===== config.mk =====
export PLATFORM = sky130hd
export DESIGN_NAME = source_text_tokenizer_top
export DESIGN_NICKNAME = d
export VERILOG_FILES = /design/src/design/stt_pkg.sv /design/src/design/stt_front.sv /design/src/design/stt_queue.sv /design/src/design/stt_back.sv /design/src/design/source_text_tokenizer_top.sv
export SDC_FILE = /design/constraint.sdc
export NUM_CORES = 1
export LEC_CHECK = 0
export ABC_CLOCK_PERIOD_IN_PS = 8550
export BUFFER_PORTS_ARGS = -buffer_cell sky130_fd_sc_hd__buf_4
export CAP_MARGIN = 20
export CORE_MARGIN = 2
export CORE_UTILIZATION = 35
export CTS_CLUSTER_SIZE = 25
export DETAILED_ROUTE_END_ITERATION = 8
export SKIP_CTS_REPAIR_TIMING = 1
export SYNTH_ARGS = -nofsm -noshare
export SYNTH_HDL_FRONTEND = slang
export SYNTH_SLANG_ARGS = --single-unit

===== constraint.sdc =====
create_clock -name clk -period 8.55 [get_ports clk]
set_input_delay 0.4275 -clock clk [delete_from_list [all_inputs] [get_ports clk]]
set_output_delay 0.4275 -clock clk [all_outputs]
set_load 0.05 [all_outputs]

===== src/design/stt_pkg.sv =====
`timescale 1ns / 1ps
`default_nettype none

package stt_pkg;

	// Sizes
	localparam int OFFSET_BITS   = 24;
	localparam int KEYWORD_COUNT = 6;
	localparam int FIELD_W       = 24;
	localparam int LINE_W        = 24;
	localparam int QUEUE_DEPTH   = 4;
	localparam int QPTR_W        = $clog2(QUEUE_DEPTH);

	typedef logic [OFFSET_BITS-1:0] pos_t;
	typedef logic [LINE_W-1:0]      line_t;
	typedef logic [KEYWORD_COUNT-1:0] kw_bits_t;

	localparam pos_t  POS_MAX  = '1;
	localparam line_t LINE_MAX = '1;

	// Token kinds
	typedef enum logic [4:0] {
		KIND_IDENT   = 5'd0,
		KIND_KEYWORD = 5'd1,
		KIND_NUMBER  = 5'd2,
		KIND_STRING  = 5'd3,
		KIND_LPAREN  = 5'd4,
		KIND_RPAREN  = 5'd5,
		KIND_LBRACE  = 5'd6,
		KIND_RBRACE  = 5'd7,
		KIND_SEMI    = 5'd8,
		KIND_ASSIGN  = 5'd9,
		KIND_MINUS   = 5'd10,
		KIND_PLUS    = 5'd11,
		KIND_SLASH   = 5'd12,
		KIND_STAR    = 5'd13,
		KIND_LT      = 5'd14,
		KIND_LE      = 5'd15,
		KIND_GT      = 5'd16,
		KIND_GE      = 5'd17,
		KIND_COMMA   = 5'd18,
		KIND_LBRACK  = 5'd19,
		KIND_RBRACK  = 5'd20,
		KIND_EQEQ    = 5'd21,
		KIND_NE      = 5'd22,
		KIND_ANDAND  = 5'd23,
		KIND_OROR    = 5'd24,
		KIND_END     = 5'd25
	} kind_t;

	typedef enum logic [1:0] {
		ERR_NONE      = 2'd0,
		ERR_UNEXPECTED = 2'd1,
		ERR_UNTERM_STR = 2'd2
	} err_t;

	// Pending token modes
	typedef enum logic [3:0] {
		MODE_IDLE    = 4'd0,
		MODE_IDENT   = 4'd1,
		MODE_NUM     = 4'd2,
		MODE_NEG     = 4'd3,
		MODE_SLASH   = 4'd4,
		MODE_COMMENT = 4'd5,
		MODE_STR     = 4'd6,
		MODE_LT      = 4'd7,
		MODE_GT      = 4'd8,
		MODE_EQ      = 4'd9,
		MODE_AMP     = 4'd10,
		MODE_BAR     = 4'd11,
		MODE_BANG    = 4'd12
	} mode_t;

	// Character codes
	localparam logic [7:0] CH_TAB   = 8'h09;
	localparam logic [7:0] CH_NL    = 8'h0A;
	localparam logic [7:0] CH_SPACE = 8'h20;
	localparam logic [7:0] CH_BANG  = 8'h21;
	localparam logic [7:0] CH_QUOTE = 8'h22;
	localparam logic [7:0] CH_AMP   = 8'h26;
	localparam logic [7:0] CH_MINUS = 8'h2D;
	localparam logic [7:0] CH_SLASH = 8'h2F;
	localparam logic [7:0] CH_LT    = 8'h3C;
	localparam logic [7:0] CH_EQ    = 8'h3D;
	localparam logic [7:0] CH_GT    = 8'h3E;
	localparam logic [7:0] CH_BAR   = 8'h7C;

	// Keyword spelling, first character in element 0, zero padded
	localparam logic [0:6][7:0] KW_TEXT [KEYWORD_COUNT] = '{
		{"if", 40'h0},
		{"else", 24'h0},
		{"while", 16'h0},
		{"for", 32'h0},
		{"return", 8'h0},
		{"null", 24'h0}
	};
	localparam logic [2:0] KW_LEN [KEYWORD_COUNT] = '{3'd2, 3'd4, 3'd5, 3'd3, 3'd6, 3'd4};

	typedef struct packed {
		kind_t                kind;
		err_t                 err;
		logic [LINE_W-1:0]    line;
		logic [FIELD_W-1:0]   start;
		logic [FIELD_W-1:0]   len;
		logic                 last;
	} result_t;

	// Results of one input transaction: one or two
	typedef struct packed {
		logic    two;
		result_t r0;
		result_t r1;
	} pair_t;

	function automatic logic is_alpha(logic [7:0] c);
		return (c >= 8'h41 && c <= 8'h5A) || (c >= 8'h61 && c <= 8'h7A);
	endfunction

	function automatic logic is_digit(logic [7:0] c);
		return c >= 8'h30 && c <= 8'h39;
	endfunction

	// Single-byte symbols; KIND_IDENT means no symbol
	function automatic kind_t single_kind(logic [7:0] c);
		kind_t k;
		unique case (c)
			8'h28:   k = KIND_LPAREN;
			8'h29:   k = KIND_RPAREN;
			8'h7B:   k = KIND_LBRACE;
			8'h7D:   k = KIND_RBRACE;
			8'h3B:   k = KIND_SEMI;
			8'h2B:   k = KIND_PLUS;
			8'h2A:   k = KIND_STAR;
			8'h2C:   k = KIND_COMMA;
			8'h5B:   k = KIND_LBRACK;
			8'h5D:   k = KIND_RBRACK;
			default: k = KIND_IDENT;
		endcase
		return k;
	endfunction

	// Drop keywords whose character at idx differs from c
	function automatic kw_bits_t kw_update(kw_bits_t bits, logic [2:0] idx, logic [7:0] c);
		kw_bits_t r;
		r = bits;
		for (int k = 0; k < KEYWORD_COUNT; k++) begin
			if (idx == 3'd7)
				r[k] = 1'b0;
			else if (KW_TEXT[k][idx] != c)
				r[k] = 1'b0;
		end
		return r;
	endfunction

	function automatic logic kw_hit(kw_bits_t bits, logic [2:0] len);
		logic hit;
		hit = 1'b0;
		for (int k = 0; k < KEYWORD_COUNT; k++) begin
			if (bits[k] && KW_LEN[k] != 3'd0 && KW_LEN[k] == len)
				hit = 1'b1;
		end
		return hit;
	endfunction

	function automatic result_t mk_res(kind_t k, err_t e, line_t ln, pos_t st, pos_t len);
		result_t r;
		r.kind  = k;
		r.err   = e;
		r.line  = ln;
		r.start = FIELD_W'(st);
		r.len   = FIELD_W'(len);
		r.last  = 1'b0;
		return r;
	endfunction

endpackage

`default_nettype wire


===== src/design/stt_front.sv =====
`timescale 1ns / 1ps
`default_nettype none

module stt_front import stt_pkg::*; (
	input  wire logic  clk,
	input  wire logic  arst_n,
	input  wire logic  in_valid,
	output logic       in_ready,
	input  wire logic [7:0] char_code,
	input  wire logic  end_of_text,
	input  wire logic  queue_full,
	output logic       push,
	output pair_t      push_data
);

	mode_t    mode_q, mode_n;
	line_t    line_q, line_n;
	pos_t     pos_q, pos_n;
	pos_t     tstart_q, tstart_n;
	kw_bits_t kwbits_q, kwbits_n;
	logic [2:0] idlen_q, idlen_n;
	logic     halted_q, halted_n;

	logic     acc;
	pos_t     span, str_start, str_len;
	logic     cls_v;
	result_t  cls_r;
	logic     a_v, b_v, consumed;
	result_t  a_r, b_r;
	kind_t    sk;
	logic [7:0] want;

	assign in_ready = !queue_full;
	assign acc = in_valid && in_ready;

	// Token extents from the pending start
	always_comb begin
		span = (pos_q > tstart_q) ? pos_q - tstart_q : '0;
		str_len = (pos_q > tstart_q) ? pos_q - tstart_q - 1'b1 : '0;
		str_start = (tstart_q < POS_MAX) ? tstart_q + 1'b1 : tstart_q;
	end

	// Token that ends when the pending mode is closed
	always_comb begin
		cls_v = 1'b1;
		cls_r = mk_res(KIND_IDENT, ERR_NONE, line_q, tstart_q, pos_t'(1));
		unique case (mode_q) inside
			MODE_IDENT: cls_r = mk_res(kw_hit(kwbits_q, idlen_q) ? KIND_KEYWORD : KIND_IDENT,
				ERR_NONE, line_q, tstart_q, span);
			MODE_NUM:   cls_r = mk_res(KIND_NUMBER, ERR_NONE, line_q, tstart_q, span);
			MODE_NEG:   cls_r.kind = KIND_MINUS;
			MODE_SLASH: cls_r.kind = KIND_SLASH;
			MODE_LT:    cls_r.kind = KIND_LT;
			MODE_GT:    cls_r.kind = KIND_GT;
			MODE_EQ:    cls_r.kind = KIND_ASSIGN;
			MODE_STR:   cls_r = mk_res(KIND_IDENT, ERR_UNTERM_STR, line_q, tstart_q, '0);
			MODE_AMP, MODE_BAR, MODE_BANG:
				cls_r = mk_res(KIND_IDENT, ERR_UNEXPECTED, line_q, tstart_q, '0);
			default:    cls_v = 1'b0;
		endcase
	end

	// Per-byte decision: feed the pending token, then start a new one
	always_comb begin
		mode_n   = mode_q;
		line_n   = line_q;
		pos_n    = pos_q;
		tstart_n = tstart_q;
		kwbits_n = kwbits_q;
		idlen_n  = idlen_q;
		halted_n = halted_q;
		a_v      = 1'b0;
		a_r      = cls_r;
		b_v      = 1'b0;
		b_r      = mk_res(KIND_END, ERR_NONE, line_q, pos_q, '0);
		consumed = 1'b0;
		sk       = single_kind(char_code);
		want     = CH_AMP;

		if (end_of_text) begin
			a_v      = cls_v && !halted_q;
			b_v      = 1'b1;
			mode_n   = MODE_IDLE;
			line_n   = line_t'(1);
			pos_n    = '0;
			tstart_n = '0;
			kwbits_n = '1;
			idlen_n  = '0;
			halted_n = 1'b0;
		end else if (!halted_q) begin
			unique case (mode_q) inside
				MODE_IDLE: consumed = 1'b0;
				MODE_IDENT: begin
					if (is_alpha(char_code) || is_digit(char_code)) begin
						kwbits_n = kw_update(kwbits_q, idlen_q, char_code);
						idlen_n  = (idlen_q == 3'd7) ? idlen_q : idlen_q + 1'b1;
						consumed = 1'b1;
					end else begin
						a_v    = 1'b1;
						mode_n = MODE_IDLE;
					end
				end
				MODE_NUM: begin
					if (is_digit(char_code)) begin
						consumed = 1'b1;
					end else begin
						a_v    = 1'b1;
						mode_n = MODE_IDLE;
					end
				end
				MODE_NEG: begin
					if (is_digit(char_code)) begin
						mode_n   = MODE_NUM;
						consumed = 1'b1;
					end else begin
						a_v    = 1'b1;
						mode_n = MODE_IDLE;
					end
				end
				MODE_SLASH: begin
					if (char_code == CH_SLASH) begin
						mode_n   = MODE_COMMENT;
						consumed = 1'b1;
					end else begin
						a_v    = 1'b1;
						mode_n = MODE_IDLE;
					end
				end
				MODE_COMMENT: begin
					if (char_code != CH_NL)
						consumed = 1'b1;
					else
						mode_n = MODE_IDLE;
				end
				MODE_STR: begin
					consumed = 1'b1;
					if (char_code == CH_QUOTE) begin
						a_v    = 1'b1;
						a_r    = mk_res(KIND_STRING, ERR_NONE, line_q, str_start, str_len);
						mode_n = MODE_IDLE;
					end
				end
				MODE_LT, MODE_GT, MODE_EQ: begin
					if (char_code == CH_EQ) begin
						a_v      = 1'b1;
						a_r      = mk_res(mode_q == MODE_LT ? KIND_LE :
							(mode_q == MODE_GT ? KIND_GE : KIND_EQEQ),
							ERR_NONE, line_q, tstart_q, pos_t'(2));
						consumed = 1'b1;
					end else begin
						a_v = 1'b1;
					end
					mode_n = MODE_IDLE;
				end
				MODE_AMP, MODE_BAR, MODE_BANG: begin
					want = (mode_q == MODE_AMP) ? CH_AMP : ((mode_q == MODE_BAR) ? CH_BAR : CH_EQ);
					a_v  = 1'b1;
					if (char_code == want) begin
						a_r = mk_res(mode_q == MODE_AMP ? KIND_ANDAND :
							(mode_q == MODE_BAR ? KIND_OROR : KIND_NE),
							ERR_NONE, line_q, tstart_q, pos_t'(2));
					end else begin
						halted_n = 1'b1;
					end
					consumed = 1'b1;
					mode_n   = MODE_IDLE;
				end
				default: mode_n = MODE_IDLE;
			endcase

			// Start a new token with this byte
			if (!consumed) begin
				tstart_n = pos_q;
				b_r      = mk_res(sk, ERR_NONE, line_q, pos_q, pos_t'(1));
				if (char_code == CH_SPACE || char_code == CH_TAB) begin
					b_v = 1'b0;
				end else if (char_code == CH_NL) begin
					line_n = (line_q == LINE_MAX) ? line_q : line_q + 1'b1;
				end else if (is_alpha(char_code)) begin
					mode_n   = MODE_IDENT;
					kwbits_n = kw_update('1, 3'd0, char_code);
					idlen_n  = 3'd1;
				end else if (is_digit(char_code)) begin
					mode_n = MODE_NUM;
				end else if (char_code == CH_SLASH) begin
					mode_n = MODE_SLASH;
				end else if (char_code == CH_MINUS) begin
					mode_n = MODE_NEG;
				end else if (char_code == CH_QUOTE) begin
					mode_n = MODE_STR;
				end else if (char_code == CH_LT) begin
					mode_n = MODE_LT;
				end else if (char_code == CH_GT) begin
					mode_n = MODE_GT;
				end else if (char_code == CH_EQ) begin
					mode_n = MODE_EQ;
				end else if (char_code == CH_AMP) begin
					mode_n = MODE_AMP;
				end else if (char_code == CH_BAR) begin
					mode_n = MODE_BAR;
				end else if (char_code == CH_BANG) begin
					mode_n = MODE_BANG;
				end else if (sk != KIND_IDENT) begin
					b_v = 1'b1;
				end else begin
					b_v      = 1'b1;
					b_r      = mk_res(KIND_IDENT, ERR_UNEXPECTED, line_q, pos_q, '0);
					halted_n = 1'b1;
				end
			end

			pos_n = (pos_q == POS_MAX) ? pos_q : pos_q + 1'b1;
		end
	end

	// Pack the results of this transaction, last flag on the final one
	always_comb begin
		push_data.two = a_v && b_v;
		push_data.r0  = a_v ? a_r : b_r;
		push_data.r1  = b_r;
		push_data.r0.last = !(a_v && b_v);
		push_data.r1.last = 1'b1;
		push = acc && (a_v || b_v);
	end

	always_ff @(posedge clk or negedge arst_n) begin
		if (!arst_n) begin
			mode_q   <= MODE_IDLE;
			line_q   <= line_t'(1);
			pos_q    <= '0;
			tstart_q <= '0;
			kwbits_q <= '1;
			idlen_q  <= '0;
			halted_q <= 1'b0;
		end else if (acc) begin
			mode_q   <= mode_n;
			line_q   <= line_n;
			pos_q    <= pos_n;
			tstart_q <= tstart_n;
			kwbits_q <= kwbits_n;
			idlen_q  <= idlen_n;
			halted_q <= halted_n;
		end
	end

endmodule

`default_nettype wire


===== src/design/stt_queue.sv =====
`timescale 1ns / 1ps
`default_nettype none

module stt_queue import stt_pkg::*; (
	input  wire logic  clk,
	input  wire logic  arst_n,
	input  wire logic  push,
	input  wire pair_t push_data,
	output logic       full,
	input  wire logic  pop,
	output logic       q_valid,
	output pair_t      q_data
);

	pair_t             entry_q [QUEUE_DEPTH];
	logic [QPTR_W-1:0] wr_ptr_q, rd_ptr_q;
	logic [QPTR_W:0]   count_q;

	assign full    = (count_q == (QPTR_W+1)'(QUEUE_DEPTH));
	assign q_valid = (count_q != '0);
	assign q_data  = entry_q[rd_ptr_q];

	// Write the entry at the tail
	always_ff @(posedge clk) begin
		if (push)
			entry_q[wr_ptr_q] <= push_data;
	end

	// Advance pointers and occupancy
	always_ff @(posedge clk or negedge arst_n) begin
		if (!arst_n) begin
			wr_ptr_q <= '0;
			rd_ptr_q <= '0;
			count_q  <= '0;
		end else begin
			if (push)
				wr_ptr_q <= (wr_ptr_q == QPTR_W'(QUEUE_DEPTH-1)) ? '0 : wr_ptr_q + 1'b1;
			if (pop)
				rd_ptr_q <= (rd_ptr_q == QPTR_W'(QUEUE_DEPTH-1)) ? '0 : rd_ptr_q + 1'b1;
			case ({push, pop})
				2'b10:   count_q <= count_q + 1'b1;
				2'b01:   count_q <= count_q - 1'b1;
				default: count_q <= count_q;
			endcase
		end
	end

endmodule

`default_nettype wire


===== src/design/stt_back.sv =====
`timescale 1ns / 1ps
`default_nettype none

module stt_back import stt_pkg::*; (
	input  wire logic  clk,
	input  wire logic  arst_n,
	input  wire logic  q_valid,
	input  wire pair_t q_data,
	output logic       pop,
	output logic       out_valid,
	input  wire logic  out_ready,
	output result_t    cur
);

	pair_t hold_q;
	logic  valid_q, phase_q;
	logic  finish, load;

	// Retire the held pair after its final transaction
	assign finish = valid_q && out_ready && (phase_q || !hold_q.two);
	assign load   = !valid_q || finish;
	assign pop    = load && q_valid;

	assign out_valid = valid_q;
	assign cur       = phase_q ? hold_q.r1 : hold_q.r0;

	always_ff @(posedge clk) begin
		if (pop)
			hold_q <= q_data;
	end

	always_ff @(posedge clk or negedge arst_n) begin
		if (!arst_n) begin
			valid_q <= 1'b0;
			phase_q <= 1'b0;
		end else if (pop) begin
			valid_q <= 1'b1;
			phase_q <= 1'b0;
		end else if (finish) begin
			valid_q <= 1'b0;
			phase_q <= 1'b0;
		end else if (valid_q && out_ready) begin
			phase_q <= 1'b1;
		end
	end

endmodule

`default_nettype wire


===== src/design/source_text_tokenizer_top.sv =====
// Source text tokenizer.
// Input channel (in_valid/in_ready): one byte of text per transaction in
// char_code, or end_of_text set to close the text. Output channel
// (out_valid/out_ready): one token per transaction with kind, error code,
// line, start offset and length; last marks the final token of an input byte.
// An input byte causes zero, one or two tokens.
// Throughput: one input byte per cycle while the queue is not full. The lexer
// state updates in the cycle a byte is accepted, so bytes may follow back to
// back. The output side delivers one token per cycle while out_ready is high;
// a byte that causes two tokens uses one output transaction per token,
// absorbed by a four-entry queue of per-byte token groups. The accepting edge
// writes a byte's tokens into the queue; the output register loads them from there.
// Stall: when out_ready is low the token holds; once the queue is full,
// in_ready drops until the receiver takes tokens again.
// Reset: arst_n clears the lexer to line 1, offset 0, no pending token, and
// empties the queue and output register. An end_of_text transaction returns
// the lexer to the same state after emitting the end marker.
`timescale 1ns / 1ps
`default_nettype none

module source_text_tokenizer_top import stt_pkg::*; (
	input  wire logic        clk,
	input  wire logic        arst_n,
	input  wire logic        in_valid,
	output logic             in_ready,
	input  wire logic [7:0]  char_code,
	input  wire logic        end_of_text,
	output logic             out_valid,
	input  wire logic        out_ready,
	output logic [4:0]       token_kind,
	output logic [1:0]       error_code,
	output logic [23:0]      line_number,
	output logic [23:0]      start_offset,
	output logic [23:0]      value_length,
	output logic             last
);

	logic    queue_full, push, pop, q_valid;
	pair_t   push_data, q_data;
	result_t cur;

	stt_front u_front (
		.clk        (clk),
		.arst_n     (arst_n),
		.in_valid   (in_valid),
		.in_ready   (in_ready),
		.char_code  (char_code),
		.end_of_text(end_of_text),
		.queue_full (queue_full),
		.push       (push),
		.push_data  (push_data)
	);

	stt_queue u_queue (
		.clk      (clk),
		.arst_n   (arst_n),
		.push     (push),
		.push_data(push_data),
		.full     (queue_full),
		.pop      (pop),
		.q_valid  (q_valid),
		.q_data   (q_data)
	);

	stt_back u_back (
		.clk      (clk),
		.arst_n   (arst_n),
		.q_valid  (q_valid),
		.q_data   (q_data),
		.pop      (pop),
		.out_valid(out_valid),
		.out_ready(out_ready),
		.cur      (cur)
	);

	// Drive the token fields
	assign token_kind   = cur.kind;
	assign error_code   = cur.err;
	assign line_number  = cur.line;
	assign start_offset = cur.start;
	assign value_length = cur.len;
	assign last         = cur.last;

endmodule

`default_nettype wire

# Yosys cells after proc, flatten, opt, wreduce, memory -nomap -nowiden
# Memories as Yosys holds them, arrays and structs flattened. A register that Yosys moved wholly into a read port is not among the register bits.
# Cells that the tools add are included.
# W data, S select, Z words.
[op_classes]
add_sub_neg = 10
order_cmp = 9
n_eq_ne = 66
mux = 188
bitwise = 1
reduce_logical = 45
[ops]
columns = ["cell", "count"]
rows = [
  ["$mux W80", 24],
  ["$mux W24", 15],
  ["$pmux W80 S3", 1],
  ["$pmux W75 S3", 1],
  ["$eq A8 B6 Y1 const B", 15],
  ["$mux W8", 13],
  ["$mux W4", 21],
  ["$mux W1", 82],
  ["$add A24 B1 Y24 const B", 3],
  ["$pmux W5 S10", 1],
  ["$eq A24 B24 Y1 const B", 2],
  ["$mux W6", 8],
  ["$ne A7 B8 Y1 const A", 6],
  ["$ne A8 B8 Y1", 6],
  ["$eq A8 B7 Y1 const B", 5],
  ["$pmux W5 S7", 1],
  ["$mux W3", 11],
  ["$pmux W4 S7", 1],
  ["$gt A24 B24 Y1", 1],
  ["$lt A24 B24 Y1 const B", 1],
  ["$sub A24 B1 Y24 const B", 1],
  ["$sub A24 B24 Y24", 1],
  ["$eq A4 B4 Y1 const B", 5],
  ["$eq A4 B3 Y1 const B", 4],
  ["other kinds (41)", 90],
]
[totals]
reg_bits = 96
ram_bits = 640
mem_bits_ro = 384
inputBits = 13
n_memories = 7
[memory_table]
columns = ["memory", "depth", "width", "rd", "rd_ports_with_merged_regs", "wr", "line", "rtl"]
rows = [
  ["u_queue.entry_q", 4, 160, 1, 1, 1, "stt_queue.sv:15", "pair_t entry_q [QUEUE_DEPTH];"],
  ["(no name shown)", 8, 8, 1, 0, 0, "stt_pkg.sv:149", "else if (KW_TEXT[k][idx] != c)"],
  ["(no name shown)", 8, 8, 1, 0, 0, "stt_pkg.sv:149", ""],
  ["(no name shown)", 8, 8, 1, 0, 0, "stt_pkg.sv:149", ""],
  ["(no name shown)", 8, 8, 1, 0, 0, "stt_pkg.sv:149", ""],
  ["(no name shown)", 8, 8, 1, 0, 0, "stt_pkg.sv:149", ""],
  ["1 more memories", "-", "-", "-", "-", "-", "-", ""],
]

# Longest topological paths before layout
[logic_depth]
depth_word = 23
ltp_mapped = 16
depth_no_buf = 14

# Cells and area by module
# From an unflattened synthesis, not the netlist that was laid out.
[unflattened]
hier_cells = 2468
hier_area_um2 = 39704.3
[modules_own_cells]
columns = ["mod", "instances", "cells_each", "area_each_um2"]
rows = [
  ["stt_queue", 1, 876, 23602.6],
  ["stt_front", 1, 1333, 9805.7],
  ["stt_back", 1, 259, 6296.0],
]

# Least setup slack after synthesis
# No wires, ideal clock.
[synth_timing]
path_type = "register to register"
start = "reg u_back.valid_q (netlist: u_back.out_valid)"
end = "reg u_queue.count_q[2]"
setup_ns = 0.079
t_arrival_ns = 7.794
required_time_ns = 8.471
slack_ns = 0.676
path_stages_with_launch = 8
synth_period_minus_slack_ns = 7.874
path_cell_list = "dfrtp_1 a21oi_1 ha_1 inv_1 fa_1 xor2_1 nor2_1 xor2_1"
[synth_via]
elab_chain_len = 6
[synth_rtl]
columns = ["item", "line", "rtl"]
rows = [
  ["from (decl)", "stt_back.sv:16", "logic valid_q, phase_q;"],
  ["from (signal assigned)", "stt_back.sv:34", "valid_q <= 1'b0;"],
  ["from (signal assigned)", "stt_back.sv:37", "valid_q <= 1'b1;"],
  ["from (signal assigned)", "stt_back.sv:40", "valid_q <= 1'b0;"],
  ["$logic_and A1 B1 Y1 (2 in series)", "stt_back.sv:20", "assign finish = valid_q && out_ready && (phase_q || !hold_q.two);"],
  ["$logic_or A1 B1 Y1 (*)", "stt_back.sv:21", "assign load = !valid_q || finish;"],
  ["$logic_and A1 B1 Y1 (*)", "stt_back.sv:22", "assign pop = load && q_valid;"],
  ["named net pop", "source_text_tokenizer_top.sv:38", "logic queue_full, push, pop, q_valid;"],
  ["$eq A2 B1 Y1 / $eq A2 B2 Y1 (equally long branches)", "stt_queue.sv:40", "case ({push, pop})"],
  ["$pmux W3 S2 / $reduce_bool A2 Y1 (equally long branches)", "-", ""],
  ["to (signal assigned)", "stt_queue.sv:41", "2'b10: count_q <= count_q + 1'b1;"],
  ["to (signal assigned)", "stt_queue.sv:42", "2'b01: count_q <= count_q - 1'b1;"],
  ["to (signal assigned)", "stt_queue.sv:43", "default: count_q <= count_q;"],
  ["to (decl)", "stt_queue.sv:17", "logic [QPTR_W:0] count_q;"],
]
# Mark *: on every way through the listed nets, which the timed path passes. The rest lies on a longest branch.
# A chain may end at the register's enable or synchronous reset.

# Worst setup path in the final report
[layout_timing]
start = "reg u_front.mode_q[2]"
end = "mem u_queue.entry_q[2][40] (netlist bit) (enable)"
[layout_via]
elab_chain_len = 12
[layout_rtl]
columns = ["item", "line", "rtl"]
rows = [
  ["from (decl)", "stt_front.sv:16", "mode_t mode_q, mode_n;"],
  ["from (signal assigned)", "stt_front.sv:236", "mode_q <= mode_n;"],
  ["$eq A4 B4 Y1 (no line), or another cell as far along", "-", ""],
  ["$reduce_or A4 Y1 (no line), or another cell as far along", "-", ""],
  ["$pmux W1 S6", "stt_front.sv:91", "unique case (mode_q) inside"],
  ["$mux W1", "stt_front.sv:90", "end else if (!halted_q) begin"],
  ["$mux W1", "stt_front.sv:80", "if (end_of_text) begin"],
  ["$mux W1", "stt_front.sv:172", "if (!consumed) begin"],
  ["$mux W1", "stt_front.sv:90", ""],
  ["$mux W1", "stt_front.sv:80", ""],
  ["$logic_or A1 B1 Y1 (*)", "stt_front.sv:223", "push = acc && (a_v || b_v);"],
  ["$logic_and A1 B1 Y1 (*)", "stt_front.sv:223", ""],
  ["$mux W1 (*)", "stt_queue.sv:25", "if (push)"],
  ["$mux W1 (implied by the code) (*)", "stt_queue.sv:26", "entry_q[wr_ptr_q] <= push_data;"],
  ["to (decl)", "stt_queue.sv:15", ""],
]
# Every way passes the cells marked *; elsewhere a longest branch is shown, timed or not. The select of a mux whose other input is x is not followed.

==> results.json <==
{
  "n_antenna_cell": 0,
  "fp.dieH_um": 297,
  "syn-cell-area_sq_um": 30000,
  "synth_fp_nets": 2198,
  "worst_pin_slew_ns": 1.09,
  "dp_slack_ns": 3.12,
  "hold_ws_ns": 0.0746,
  "final_area_sq_um": 34100,
  "status": "completed",
  "core-area_sq_um": 85000,
  "totalWireLength_mm": 69.9,
  "p_leak_uw": 0.0116,
  "ys.flop_type": "edfxtp_1",
  "cp.arrival_ns": 5.27,
  "drcViolationCount": 0,
  "die_w_um": 297,
  "clock.fmax_mhz": 198,
  "report.final.setup_viol": 0,
  "rsz0062_at_grt": "false",
  "clock_path_buffers": 3,
  "ys_top_cells_by_area": "edfxtp_1 (56%), mux4_2 (8.4%), dfrtp_1 (7.3%), nor2_1 (1.8%), ha_1 (1.7%)",
  "first_pass_iters": 6,
  "synth_edf_count": 560,
  "fin_tns_setup_ns": 0,
  "cts_made_buffers": 71,
  "antenna_found_initial": 0,
  "grt_pass1_vias": 18500,
  "max_slew_margin": 0.276,
  "start_kind": "flip-flop",
  "syn_inst": 2142,
  "nNetsFinal": 2244,
  "ys.warnings.count": 0,
  "finalCriticalPeriod_ns": 5.04,
  "synth_top_area_frac": 0.561,
  "area_growth_pct": 13.7,
  "endpoint_kind": "flip-flop",
  "seq_area_frac_synth": 0.640,
  "grt_first_pass_wirelength_mm": 109,
  "track_usage": 0.157,
  "clkTransAtPathRegs_ns": 0.06,
  "fin_ws_ns": 3.51,
  "peakVddDrop_v": 0.000203,
  "hold_viol": 0,
  "synth.distinct_cells": 101,
  "num_rows": 107,
  "viasPerCell": 5.39,
  "criticalPathCategory": "reg -> reg",
  "worstPathMaxFanout": 62,
  "required_ns": 8.78,
  "synthArstFlopShare": 0.145,
  "cts_sinks": 655,
  "p_per_area_nw_per_um2": 349,
  "wl_per_cell_um": 20.6,
  "yosysTopAreaCell": "edfxtp_1",
  "drtIter0Drc": 1612,
  "io_buffer_count": 94,
  "die_area_sq_um": 88100,
  "post_dp_cell_area_sq_um": 31800,
  "drive_gt1_frac": 0.184,
  "root_buffer": "clkbuf_16",
  "synth_seq_cells": 655,
  "gp_congestion": 0.864,
  "num_vias": 18300,
  "insertion_delay_ns": 0.62,
  "period_share": 0.590,
  "cts-htree-levels": 3,
  "cts_tree": "done",
  "syn_area_per_cell_sq_um": 14.0,
  "overflow": 0,
  "cap_viol_max_count": 0,
  "start_util": 0.353,
  "hp-class": "in -> reg",
  "slew_viol_final": 0,
  "hpwl_mm": 44.8,
  "grt_max_degree": 77,
  "clock_skew_ns": 0.0282,
  "ios": 95,
  "antenna_left": 0
}
==> worst max-delay path: stages, from the launching register on <==
cell,delay (ns)
dfrtp_1,0.90
nand2b_1,0.35
o311ai_0,0.52
a41oi_1,0.20
o31a_2,0.35
a21oi_1,0.52
and2_4,0.92
buf_4,0.81
==> state kept, by name (all words and copies together), names as in the netlist, 2 cells and up <==
signal,cells
u_front.tstart_q,24
u_front.mode_q,4
u_queue.rd_ptr_q,2
u_queue.entry_q,448
u_back.hold_q,112
u_front.pos_q,24
u_queue.count_q,3
u_front.kwbits_q,6
u_front.line_q,24
u_queue.wr_ptr_q,2
u_front.idlen_q,3
==> layer usage <==
layer,global-route usage,routed length [um],vias to the layer above,part of all wire
met5,0,0,-,0
met2,0.270,35600,423,0.51
met3,0.0225,2820,102,0.040
li1,-,-,8386,-
met4,0.0458,1600,0,0.023
met1,0.205,29900,9368,0.43
==> power by group <==
part | internal [uW] | switching [uW]
logic | 1530 | 2750
registers | 4350 | 286
clock network | 1740 | 1240
total | 7610 | 4280
==> placed cells by master, fill, tap and decap left out, types with 35 or more instances in the layout <==
master,instances
nand3_1,36
o21ai_0,92
nor2b_1,38
mux4_2,112
mux2_2,35
edfxtp_1,560
xnor2_1,54
nor2_1,140
nor3_1,43
inv_1,60
dfrtp_1,85
clkbuf_16,74
a21oi_1,100
nand2_1,136
ha_1,41
buf_4,113
==> synthesized netlist by cell type (all sizes together), types with 25 or more instances <==
cell / number
ha: 41
nand4: 32
nor2b: 38
nand2: 137
nand3: 36
mux4: 112
o21ai: 103
nor2: 141
a21oi: 101
buf: 35
xor2: 27
nor3: 45
or3: 26
edfxtp: 560
xnor2: 54
mux2: 37
a22o: 25
and3: 32
dfrtp: 88
clkbuf: 108
inv: 61
==> cells by family (layout without fill, tap and decap cells) <==
family                     Yosys count  after routing  share of synthesized area
DFF                                655            655                      0.640
and+or+nand+nor                    595            595                      0.102
AOI/OAI and AO/OA                  412            412                     0.0907
buffers and inverters              205            310                     0.0263
muxes                              151            151                     0.0986
xor gates and xnor gates            81             81                     0.0236
adders and majority gates           43             43                     0.0184
==> metrics by stage <==
step	power, uW	instances	utilization
2_1_floorplan	7830	2142	-
3_3_place_gp	8960	3256	0.374
3_5_place_dp	9030	3256	0.374
4_1_cts	12000	3388	0.401
5_1_grt	12500	3391	0.401
6_report	11900	3391	0.401
==> area by class of cell <==
| cell class | count | area [sq um] |
|---|---|---|
| multi-input cells | 1282 | 10000 |
| clock buffers | 101 | 1990 |
| flip-flops and latches | 655 | 19200 |
| repair buffers | 116 | 891 |
| well taps | 1144 | 1430 |
| clock inverters | 31 | 305 |
| fillers | 7867 | 50900 |
| inverters | 62 | 233 |
==> final timing paths <==
kind | end | slack (ns) | start | cells past startpoint
hold / removal | u_back.phase_q | 0.07 | out_ready | 3
setup / recovery | u_queue.entry_q[2][40] | 3.51 | u_front.mode_q[2] | 7
min in group asynchronous | u_back.out_valid | 0.36 | arst_n | 2
setup reg to reg | u_queue.entry_q[2][40] | 3.51 | u_front.mode_q[2] | 7
max in group asynchronous | u_queue.rd_ptr_q[1] | 6.90 | arst_n | 3
hold reg to reg | u_front.kwbits_q[5] | 0.46 | u_front.kwbits_q[5] | 2
No activity file was read; power rests on OpenSTA's default activity.
